<file path="src/hdl/hdp_pkg.sv">
`timescale 1ns / 1ps
// ---------------------------------------------------------------------------
// Hex dump parser package
// Shared payload types, line phase encoding, character codes and the
// hex digit decoder used by the hex dump text parser.
// ---------------------------------------------------------------------------
package hdp_pkg;

    // Character codes recognized by the parser.
    localparam logic [7:0] CHAR_NEWLINE = 8'h0A;
    localparam logic [7:0] CHAR_SPACE   = 8'h20;
    localparam logic [7:0] CHAR_DASH    = 8'h2D;

    // Counter width and byte limit reset value.
    localparam int unsigned CNT_W = 21;
    localparam logic [CNT_W-1:0] BYTE_LIMIT_RESET = 21'h100000;

    // Depth of the result queue; it must hold two results of one character.
    localparam int unsigned RESQ_DEPTH = 4;

    // Where the parser stands within the current line.
    typedef enum logic [1:0] {
        PH_OFFSET  = 2'd0,
        PH_PAIR    = 2'd1,
        PH_SECOND  = 2'd2,
        PH_DISCARD = 2'd3
    } t_phase;

    // One input transaction.
    typedef struct packed {
        logic [7:0] text_char;
        logic       last_char;
    } t_in;

    // One result transaction.
    typedef struct packed {
        logic [7:0]       byte_value;
        logic             is_byte;
        logic             is_summary;
        logic [CNT_W-1:0] bytes_emitted;
        logic             nothing_parsed;
        logic             end_of_run;
    } t_out;

    // Results produced by one character, in delivery order.
    typedef struct packed {
        logic first_valid;
        t_out first;
        logic second_valid;
        t_out second;
    } t_push;

    // Returns {is_hex, nibble} for an ASCII code.
    function automatic logic [4:0] hex_digit(input logic [7:0] c);
        logic [4:0] r;
        r = 5'd0;
        if (c >= 8'h30 && c <= 8'h39) begin
            r = {1'b1, c[3:0]};
        end else if ((c >= 8'h41 && c <= 8'h46) || (c >= 8'h61 && c <= 8'h66)) begin
            r = {1'b1, c[3:0] + 4'd9};
        end
        return r;
    endfunction

endpackage

</file>
<file path="src/hdl/hdp_parse.sv">
`timescale 1ns / 1ps
// ---------------------------------------------------------------------------
// Hex dump parser line engine
// Holds the per-line state and the byte count, applies the character rule
// for one registered character per cycle when i_fire is high, and forms up to two results.
// ---------------------------------------------------------------------------
module hdp_parse #(
    parameter int unsigned PAIRS_PER_LINE  = 16,
    parameter int unsigned OFFSET_SKIP_MAX = 8
) (
    input  logic                      i_clk,
    input  logic                      i_rst_n,
    input  logic                      i_fire,
    input  hdp_pkg::t_in              i_item,
    input  logic [hdp_pkg::CNT_W-1:0] i_byte_limit,
    output hdp_pkg::t_push            o_push
);
    import hdp_pkg::*;

    localparam int unsigned PAIR_W = $clog2(PAIRS_PER_LINE + 1);
    localparam int unsigned OFF_W  = $clog2(OFFSET_SKIP_MAX + 1);

    t_phase            r_phase, n_phase;
    logic [OFF_W-1:0]  r_off,   n_off;
    logic [PAIR_W-1:0] r_pairs, n_pairs;
    logic [7:0]        r_first, n_first;
    logic [CNT_W-1:0]  r_total, n_total;

    logic       emit;
    logic [4:0] hi_dig;
    logic [4:0] lo_dig;
    t_out       byte_res;
    t_out       sum_res;

    assign hi_dig = hex_digit(r_first);
    assign lo_dig = hex_digit(i_item.text_char);

    // Character rule: next line state, byte count and byte emission.
    always_comb begin
        n_phase = r_phase;
        n_off   = r_off;
        n_pairs = r_pairs;
        n_first = r_first;
        n_total = r_total;
        emit    = 1'b0;
        case (r_phase)
            PH_OFFSET: begin
                if (i_item.text_char == CHAR_NEWLINE) begin
                    n_off   = '0;
                    n_pairs = '0;
                    n_first = '0;
                end else if (i_item.text_char == CHAR_SPACE
                             || r_off >= OFF_W'(OFFSET_SKIP_MAX)) begin
                    n_phase = PH_PAIR;
                    if (i_item.text_char != CHAR_SPACE) begin
                        n_first = i_item.text_char;
                        n_phase = PH_SECOND;
                    end
                end else begin
                    n_off = r_off + OFF_W'(1);
                    if (n_off >= OFF_W'(OFFSET_SKIP_MAX)) begin
                        n_phase = PH_PAIR;
                    end
                end
            end
            PH_PAIR: begin
                if (i_item.text_char == CHAR_NEWLINE) begin
                    n_phase = PH_OFFSET;
                    n_off   = '0;
                    n_pairs = '0;
                    n_first = '0;
                end else if (i_item.text_char != CHAR_SPACE) begin
                    n_first = i_item.text_char;
                    n_phase = PH_SECOND;
                end
            end
            PH_SECOND: begin
                if (r_first != CHAR_DASH && hi_dig[4] && lo_dig[4]
                    && r_total < i_byte_limit) begin
                    emit    = 1'b1;
                    n_total = r_total + CNT_W'(1);
                end
                n_pairs = r_pairs + PAIR_W'(1);
                n_phase = (n_pairs >= PAIR_W'(PAIRS_PER_LINE)) ? PH_DISCARD : PH_PAIR;
            end
            PH_DISCARD: begin
                if (i_item.text_char == CHAR_NEWLINE) begin
                    n_phase = PH_OFFSET;
                    n_off   = '0;
                    n_pairs = '0;
                    n_first = '0;
                end
            end
            default: begin
                n_phase = PH_OFFSET;
            end
        endcase
    end

    // Result formation: a byte result, then the summary on the last character.
    always_comb begin
        byte_res                = '0;
        byte_res.byte_value     = {hi_dig[3:0], lo_dig[3:0]};
        byte_res.is_byte        = 1'b1;
        byte_res.end_of_run     = ~i_item.last_char;
        sum_res                 = '0;
        sum_res.is_summary      = 1'b1;
        sum_res.bytes_emitted   = n_total;
        sum_res.nothing_parsed  = (n_total == '0);
        sum_res.end_of_run      = 1'b1;
        o_push.first_valid      = i_fire & (emit | i_item.last_char);
        o_push.first            = emit ? byte_res : sum_res;
        o_push.second_valid     = i_fire & emit & i_item.last_char;
        o_push.second           = sum_res;
    end

    // State registers; the end of text returns everything to the line start.
    always_ff @(posedge i_clk) begin
        if (!i_rst_n) begin
            r_phase <= PH_OFFSET;
            r_off   <= '0;
            r_pairs <= '0;
            r_first <= '0;
            r_total <= '0;
        end else if (i_fire) begin
            if (i_item.last_char) begin
                r_phase <= PH_OFFSET;
                r_off   <= '0;
                r_pairs <= '0;
                r_first <= '0;
                r_total <= '0;
            end else begin
                r_phase <= n_phase;
                r_off   <= n_off;
                r_pairs <= n_pairs;
                r_first <= n_first;
                r_total <= n_total;
            end
        end
    end

    // The last character always leaves a fresh text state behind.
    a_last_clears: assert property (@(posedge i_clk) disable iff (!i_rst_n)
        (i_fire && i_item.last_char) |=> (r_total == '0 && r_phase == PH_OFFSET))
        else $error("state not cleared after last character");

    // Two results from one character are a byte followed by the summary.
    a_two_order: assert property (@(posedge i_clk) disable iff (!i_rst_n)
        o_push.second_valid |-> (o_push.first.is_byte && o_push.second.is_summary))
        else $error("wrong order of two results");

    // The tail of a line is only reached with a full pair count.
    a_discard_full: assert property (@(posedge i_clk) disable iff (!i_rst_n)
        (r_phase == PH_DISCARD) |-> (r_pairs == PAIR_W'(PAIRS_PER_LINE)))
        else $error("discard phase with short pair count");

endmodule

</file>
<file path="src/hdl/hdp_resq.sv">
`timescale 1ns / 1ps
// ---------------------------------------------------------------------------
// Hex dump parser result queue
// Small register queue that takes up to two results per cycle and hands
// out one result transaction per cycle on the output channel unless it stalls.
// ---------------------------------------------------------------------------
module hdp_resq (
    input  logic           i_clk,
    input  logic           i_rst_n,
    input  hdp_pkg::t_push i_push,
    output logic           o_space,
    output logic           o_out_valid,
    input  logic           i_out_stall,
    output hdp_pkg::t_out  o_out_data
);
    import hdp_pkg::*;

    localparam int unsigned PTR_W = $clog2(RESQ_DEPTH);
    localparam int unsigned QC_W  = $clog2(RESQ_DEPTH + 1);

    t_out             r_mem [RESQ_DEPTH];
    logic [PTR_W-1:0] r_wptr, n_wptr;
    logic [PTR_W-1:0] r_rptr, n_rptr;
    logic [QC_W-1:0]  r_count, n_count;
    logic             pop;
    logic [1:0]       push_n;

    // Output side and room for the two results of one character.
    assign o_out_valid = (r_count != '0);
    assign o_out_data  = r_mem[r_rptr];
    assign pop         = o_out_valid & ~i_out_stall;
    assign o_space     = (r_count <= QC_W'(RESQ_DEPTH - 2));
    assign push_n      = {1'b0, i_push.first_valid} + {1'b0, i_push.second_valid};

    // Pointer and fill count update.
    always_comb begin
        n_wptr  = r_wptr + PTR_W'(push_n);
        n_rptr  = r_rptr + PTR_W'(pop);
        n_count = r_count + QC_W'(push_n) - QC_W'(pop);
    end

    always_ff @(posedge i_clk) begin
        if (!i_rst_n) begin
            r_wptr  <= '0;
            r_rptr  <= '0;
            r_count <= '0;
        end else begin
            r_wptr  <= n_wptr;
            r_rptr  <= n_rptr;
            r_count <= n_count;
        end
    end

    // Entry storage; the second result goes to the slot after the first.
    always_ff @(posedge i_clk) begin
        if (i_push.first_valid) begin
            r_mem[r_wptr] <= i_push.first;
        end
        if (i_push.second_valid) begin
            r_mem[r_wptr + PTR_W'(1)] <= i_push.second;
        end
    end

    a_no_overflow: assert property (@(posedge i_clk) disable iff (!i_rst_n)
        r_count <= QC_W'(RESQ_DEPTH))
        else $error("result queue overflow");

    a_second_needs_first: assert property (@(posedge i_clk) disable iff (!i_rst_n)
        i_push.second_valid |-> i_push.first_valid)
        else $error("second result without first");

    a_pop_only: assert property (@(posedge i_clk) disable iff (!i_rst_n)
        (pop && !i_push.first_valid) |=> (r_count == $past(r_count) - QC_W'(1)))
        else $error("fill count did not drop on read");

endmodule

</file>
<file path="src/hdl/hex_dump_text_parser.sv">
`timescale 1ns / 1ps
// ---------------------------------------------------------------------------
// Hex dump text parser
// Turns hex dump text, one character per transaction, into binary bytes
// and an end-of-text summary with the byte count.
// ---------------------------------------------------------------------------
// Characters pass from the input register through the line engine to the
// result queue, one per cycle unless stalled; the queue drains one result
// per cycle unless stalled; a last character completing a byte queues two.
// The input register stalls only while the result queue lacks room for two.
// Reset (synchronous, active low) clears the line state, the byte count and
// the queue, and sets the byte limit to 1048576.
module hex_dump_text_parser #(
    parameter int unsigned PAIRS_PER_LINE  = 16,
    parameter int unsigned OFFSET_SKIP_MAX = 8
) (
    input  logic                      i_clk,
    input  logic                      i_rst_n,
    input  logic                      i_cfg_we,
    input  logic [hdp_pkg::CNT_W-1:0] i_cfg_wdata,
    input  logic                      i_in_valid,
    output logic                      o_in_stall,
    input  hdp_pkg::t_in              i_in_data,
    output logic                      o_out_valid,
    input  logic                      i_out_stall,
    output hdp_pkg::t_out             o_out_data
);
    import hdp_pkg::*;

    logic             r_in_valid, n_in_valid;
    t_in              r_in;
    logic [CNT_W-1:0] r_byte_limit;
    logic             space;
    logic             fire;
    logic             accept;
    t_push            push;

    // Input register handshake.
    assign fire       = r_in_valid & space;
    assign o_in_stall = r_in_valid & ~space;
    assign accept     = i_in_valid & ~o_in_stall;
    assign n_in_valid = accept | (r_in_valid & ~fire);

    always_ff @(posedge i_clk) begin
        if (!i_rst_n) begin
            r_in_valid <= 1'b0;
        end else begin
            r_in_valid <= n_in_valid;
        end
    end

    always_ff @(posedge i_clk) begin
        if (accept) begin
            r_in <= i_in_data;
        end
    end

    // Byte limit register.
    always_ff @(posedge i_clk) begin
        if (!i_rst_n) begin
            r_byte_limit <= BYTE_LIMIT_RESET;
        end else if (i_cfg_we) begin
            r_byte_limit <= i_cfg_wdata;
        end
    end

    hdp_parse #(
        .PAIRS_PER_LINE  (PAIRS_PER_LINE),
        .OFFSET_SKIP_MAX (OFFSET_SKIP_MAX)
    ) u_parse (
        .i_clk        (i_clk),
        .i_rst_n      (i_rst_n),
        .i_fire       (fire),
        .i_item       (r_in),
        .i_byte_limit (r_byte_limit),
        .o_push       (push)
    );

    hdp_resq u_resq (
        .i_clk       (i_clk),
        .i_rst_n     (i_rst_n),
        .i_push      (push),
        .o_space     (space),
        .o_out_valid (o_out_valid),
        .i_out_stall (i_out_stall),
        .o_out_data  (o_out_data)
    );

endmodule
</file>
<file path="config.mk">
export PLATFORM = sky130hd
export DESIGN_NAME = hex_dump_text_parser
export DESIGN_NICKNAME = d
export VERILOG_FILES = /design/src/hdl/hdp_pkg.sv /design/src/hdl/hdp_parse.sv /design/src/hdl/hdp_resq.sv /design/src/hdl/hex_dump_text_parser.sv
export SDC_FILE = /design/constraint.sdc
export NUM_CORES = 1
export LEC_CHECK = 0
export BUFFER_PORTS_ARGS = -buffer_cell sky130_fd_sc_hd__buf_2
export CORE_ASPECT_RATIO = 1.5
export CORE_MARGIN = 4
export CORE_UTILIZATION = 61
export CTS_CLUSTER_DIAMETER = 50
export DETAILED_ROUTE_END_ITERATION = 10
export PLACE_DENSITY = 0.8
export SETUP_SLACK_MARGIN = 0.15
export SYNTH_ARGS = -nofsm -noshare
export SYNTH_HDL_FRONTEND = slang
export SYNTH_SLANG_ARGS = --single-unit
export TNS_END_PERCENT = 30
</file>
<file path="constraint.sdc">
create_clock -name i_clk -period 4.45 [get_ports i_clk]
set_clock_uncertainty 0.2 [all_clocks]
set_input_delay 0.445 -clock i_clk [delete_from_list [all_inputs] [get_ports i_clk]]
set_output_delay 0.445 -clock i_clk [all_outputs]
set_load 0.05 [all_outputs]
</file>
==> results.sh <==
export IMPL_r2r_slack_ns=0.45
export IMPL_path_buf_inv=3
export IMPL_cts_root_buffer_cell="clkbuf_16"
export IMPL_required_ns=4.65
export IMPL_finalHoldViolCount=0
export IMPL_gp_congestion=0.912
export IMPL_drive_gt1_frac=0.157
export IMPL_ys_seq_area_frac=0.496
export IMPL_first_pass_iters=5
export IMPL_path_cells="inv_1 > ha_1 > o21bai_1 > a2111o_2 > a22oi_4 > o2111ai_4 > a21o_1 > inv_1 > ha_1 > inv_1 > ha_1 > fa_1 > xor2_1 > xnor2_1 > and2_1"
export IMPL_syn_cell_area_um2=10400
export IMPL_cts_made_buffers=20
export IMPL_path_max_fanout=9
export IMPL_insertion_delay_ns=0.50
export IMPL_synthFlopType="dfxtp_1"
export IMPL_path_delay_family="compound AO/OA/AOI/OAI gates"
export IMPL_pwr_share_comb=0.205
export IMPL_htree_num_levels=1
export IMPL_syn_num_nets=1071
export IMPL_antenna_found_initial=0
export IMPL_synth_distinct_cells=64
export IMPL_cpPeakStageDelay_ns=0.55
export IMPL_final_max_slew_viol_count=0
export IMPL_wl_mm=23.5
export IMPL_synth_top_area_share=0.279
export IMPL_timing_setup_tns_ns=0
export IMPL_min_from="i_cfg_wdata[4]"
export IMPL_wl_per_cell_um=18.4
export IMPL_ys_top_cells_by_area="edfxtp_1 (28%), dfxtp_1 (22%), mux4_2 (7.1%)"
export IMPL_path_clk_slew_ns=0.07
export IMPL_hold_ws_ns=0.00162
export IMPL_hpwl_mm=15.9
export IMPL_setup_viol=0
export IMPL_syn_to_final_growth_pct=12.3
export IMPL_vias_per_cell=5.96
export IMPL_cp_depth=15
export IMPL_synth_edff_count=97
export IMPL_overflow=0
export IMPL_die_y_um=168
export IMPL_reg2reg_depth=15
export IMPL_swShare=0.294
export IMPL_maxCapViolCount=0
export IMPL_num_io_pins=70
export IMPL_n_antenna_cell=0
export IMPL_power_density_nw_per_um2=429
export IMPL_synth_avg_cell_area_um2=10.5
export IMPL_dieArea_um2=19300
export IMPL_drt_iter0_markers=559
export IMPL_crit_path_end_kind="flip-flop"
export IMPL_final_cell_mix="nor2_1 (148), dfxtp_1 (112), edfxtp_1 (97)"
export IMPL_core_um2=16800
export IMPL_synth_seq_cells=210
export IMPL_slowest_stage="a2111o_2"
export IMPL_slew_headroom=0.362
export IMPL_cts_path_max_buffers=3
export IMPL_nets=1133
export IMPL_ir_drop_uv=371
export IMPL_num_vias=7638
export IMPL_cp_start_kind="flip-flop"
export IMPL_cp_arrival_ns=4.19
export IMPL_ys_warn_count=0
export IMPL_grt_usage=0.248
export IMPL_grt_pass1_vias=7611
export IMPL_endpoint="u_resq.r_count[2]"
export IMPL_async_reset_ff_frac=0
export IMPL_grt_max_degree=65
export IMPL_fp_row_count=58
export IMPL_pwr_share_seq=0.440
export IMPL_clock_sinks=210
export IMPL_max_freq_mhz=250
export IMPL_port_buffers=69
export IMPL_rsz0062_at_grt="no"
export IMPL_p_switching_uw=1480
export IMPL_tightest_slew_ns=0.957
export IMPL_power_internal_uw=3550
export IMPL_synth_top_cell_by_area="edfxtp_1"
export IMPL_final_common_cell="nor2_1"
export IMPL_period_share=0.898
export IMPL_grt_pass1_wl_mm=38.5
export IMPL_cp_startpoint="r_in[1]"
export IMPL_p_clk_frac=0.355
export IMPL_crit_type="reg2reg"
export IMPL_cts_setup_buffers=0
export IMPL_fin_crit_ns=4.00
export IMPL_cts_tree="yes"
export IMPL_drc=0
export IMPL_r2r_start="r_in[1]"
export IMPL_ant_nets=0
export IMPL_hp_class="in2reg"
export IMPL_timing_rr_end="u_resq.r_count[2]"
export IMPL_power_leakage_uw=0.00423
export IMPL_start_util=0.622
export IMPL_postSynthCellCount=996
export IMPL_status="finished clean"
export IMPL_die_w_um=115
## layout make-up
type | instances | area [µm²]
Clock buffer | 31 | 616
Sequential cell | 210 | 5180
Fill cell | 1204 | 5040
Inverter | 43 | 161
Timing Repair Buffer | 100 | 606
Clock inverter | 5 | 81.3
Tap cell | 210 | 263
Multi-Input combinational cell | 683 | 4820
## how the worst min path moves through the flow
stage / cells past startpoint / endpoint / slack [ns]
final: 3 / r_byte_limit[4] / 0.002
after global routing: 3 / r_byte_limit[12] / 0.01
after floorplan: 2 / u_resq.r_mem[3][23] / 0.22
after CTS: 3 / r_byte_limit[4] / 0.00005
after global placement: 2 / u_resq.r_mem[3][23] / 0.23
after detailed placement: 2 / u_resq.r_mem[3][23] / 0.24
## through the flow
| step | setup slack (ns) | utilization | area, µm² | power [µW] | instances |
|---|---|---|---|---|---|
| after floorplan | 0.500 | - | 10400 | 3060 | 996 |
| after detailed placement | 0.463 | 0.651 | 10900 | 3290 | 1235 |
| after global routing | 0.197 | 0.699 | 11700 | 5230 | 1282 |
| final | 0.452 | 0.699 | 11700 | 5030 | 1282 |
| after CTS | 0.444 | 0.699 | 11700 | 5060 | 1282 |
| after global placement | 0.535 | 0.651 | 10900 | 3280 | 1235 |
## synth_stat cells (5+ instances only)
master	instances
nand4_1	17
nor3_1	24
xor2_1	10
a21oi_1	31
dfxtp_1	113
nor4_1	12
nand2_1	76
or2_2	5
edfxtp_1	97
ha_1	39
o21ai_0	42
o21a_1	8
nand3_1	17
inv_1	43
nor2b_1	29
mux2i_1	49
nand2b_1	9
xnor2_1	28
mux4_2	33
a21boi_0	12
clkbuf_1	42
or3_1	6
nor2_1	148
and2_1	25
## per-layer routing
metal	global-route usage	vias up	part of all wire
li1	-	3638	-
met1	0.299	3677	0.38
met2	0.450	268	0.54
met3	0.0306	55	0.057
met4	0.0873	0	0.028
met5	0	-	0
## power groups by stage
stage	logic, µW	registers (µW)	clock network, µW
after floorplan	887	2170	0
after global placement	1030	2250	0
after detailed placement	1040	2260	0
after CTS	1050	2220	1800
after global routing	1100	2230	1890
final	1030	2210	1790
## worst register-to-register path: cells and delay by family (launching register included)
family,cells,cell delay [ns]
DFF,1,0.49
adders and majority gates,4,1.08
AOI/OAI and AO/OA,5,1.37
xor gates and xnor gates,2,0.28
buffers and inverters,3,0.33
and+or+nand+nor,1,0.15
## cell families after synthesis
family          Yosys count  share of synthesized area
compound gates          133                     0.0841
flops                   210                      0.496
fa+ha+maj                40                     0.0487
mux                      82                      0.118
xor+xnor                 38                     0.0319
buf+inv                 103                     0.0423
simple gates            390                      0.179
## state kept, by name, summed over array words and instances (netlist names)
| name | count |
|---|---|
| u_parse.r_phase | 2 |
| u_parse.r_off | 4 |
| u_resq.r_rptr | 2 |
| r_byte_limit | 21 |
| u_parse.r_pairs | 5 |
| r_in | 9 |
| u_resq.r_mem | 132 |
| u_resq.r_wptr | 2 |
| u_parse.r_total | 21 |
| r_in_valid | 1 |
| u_resq.r_count | 3 |
| u_parse.r_first | 8 |
## what timing repair did
item,CTS,global route
hold buffers,11,0
hold endpoints to repair,11,0
resized for setup,0,0
Note: power is estimated with default switching activity, not from simulation.
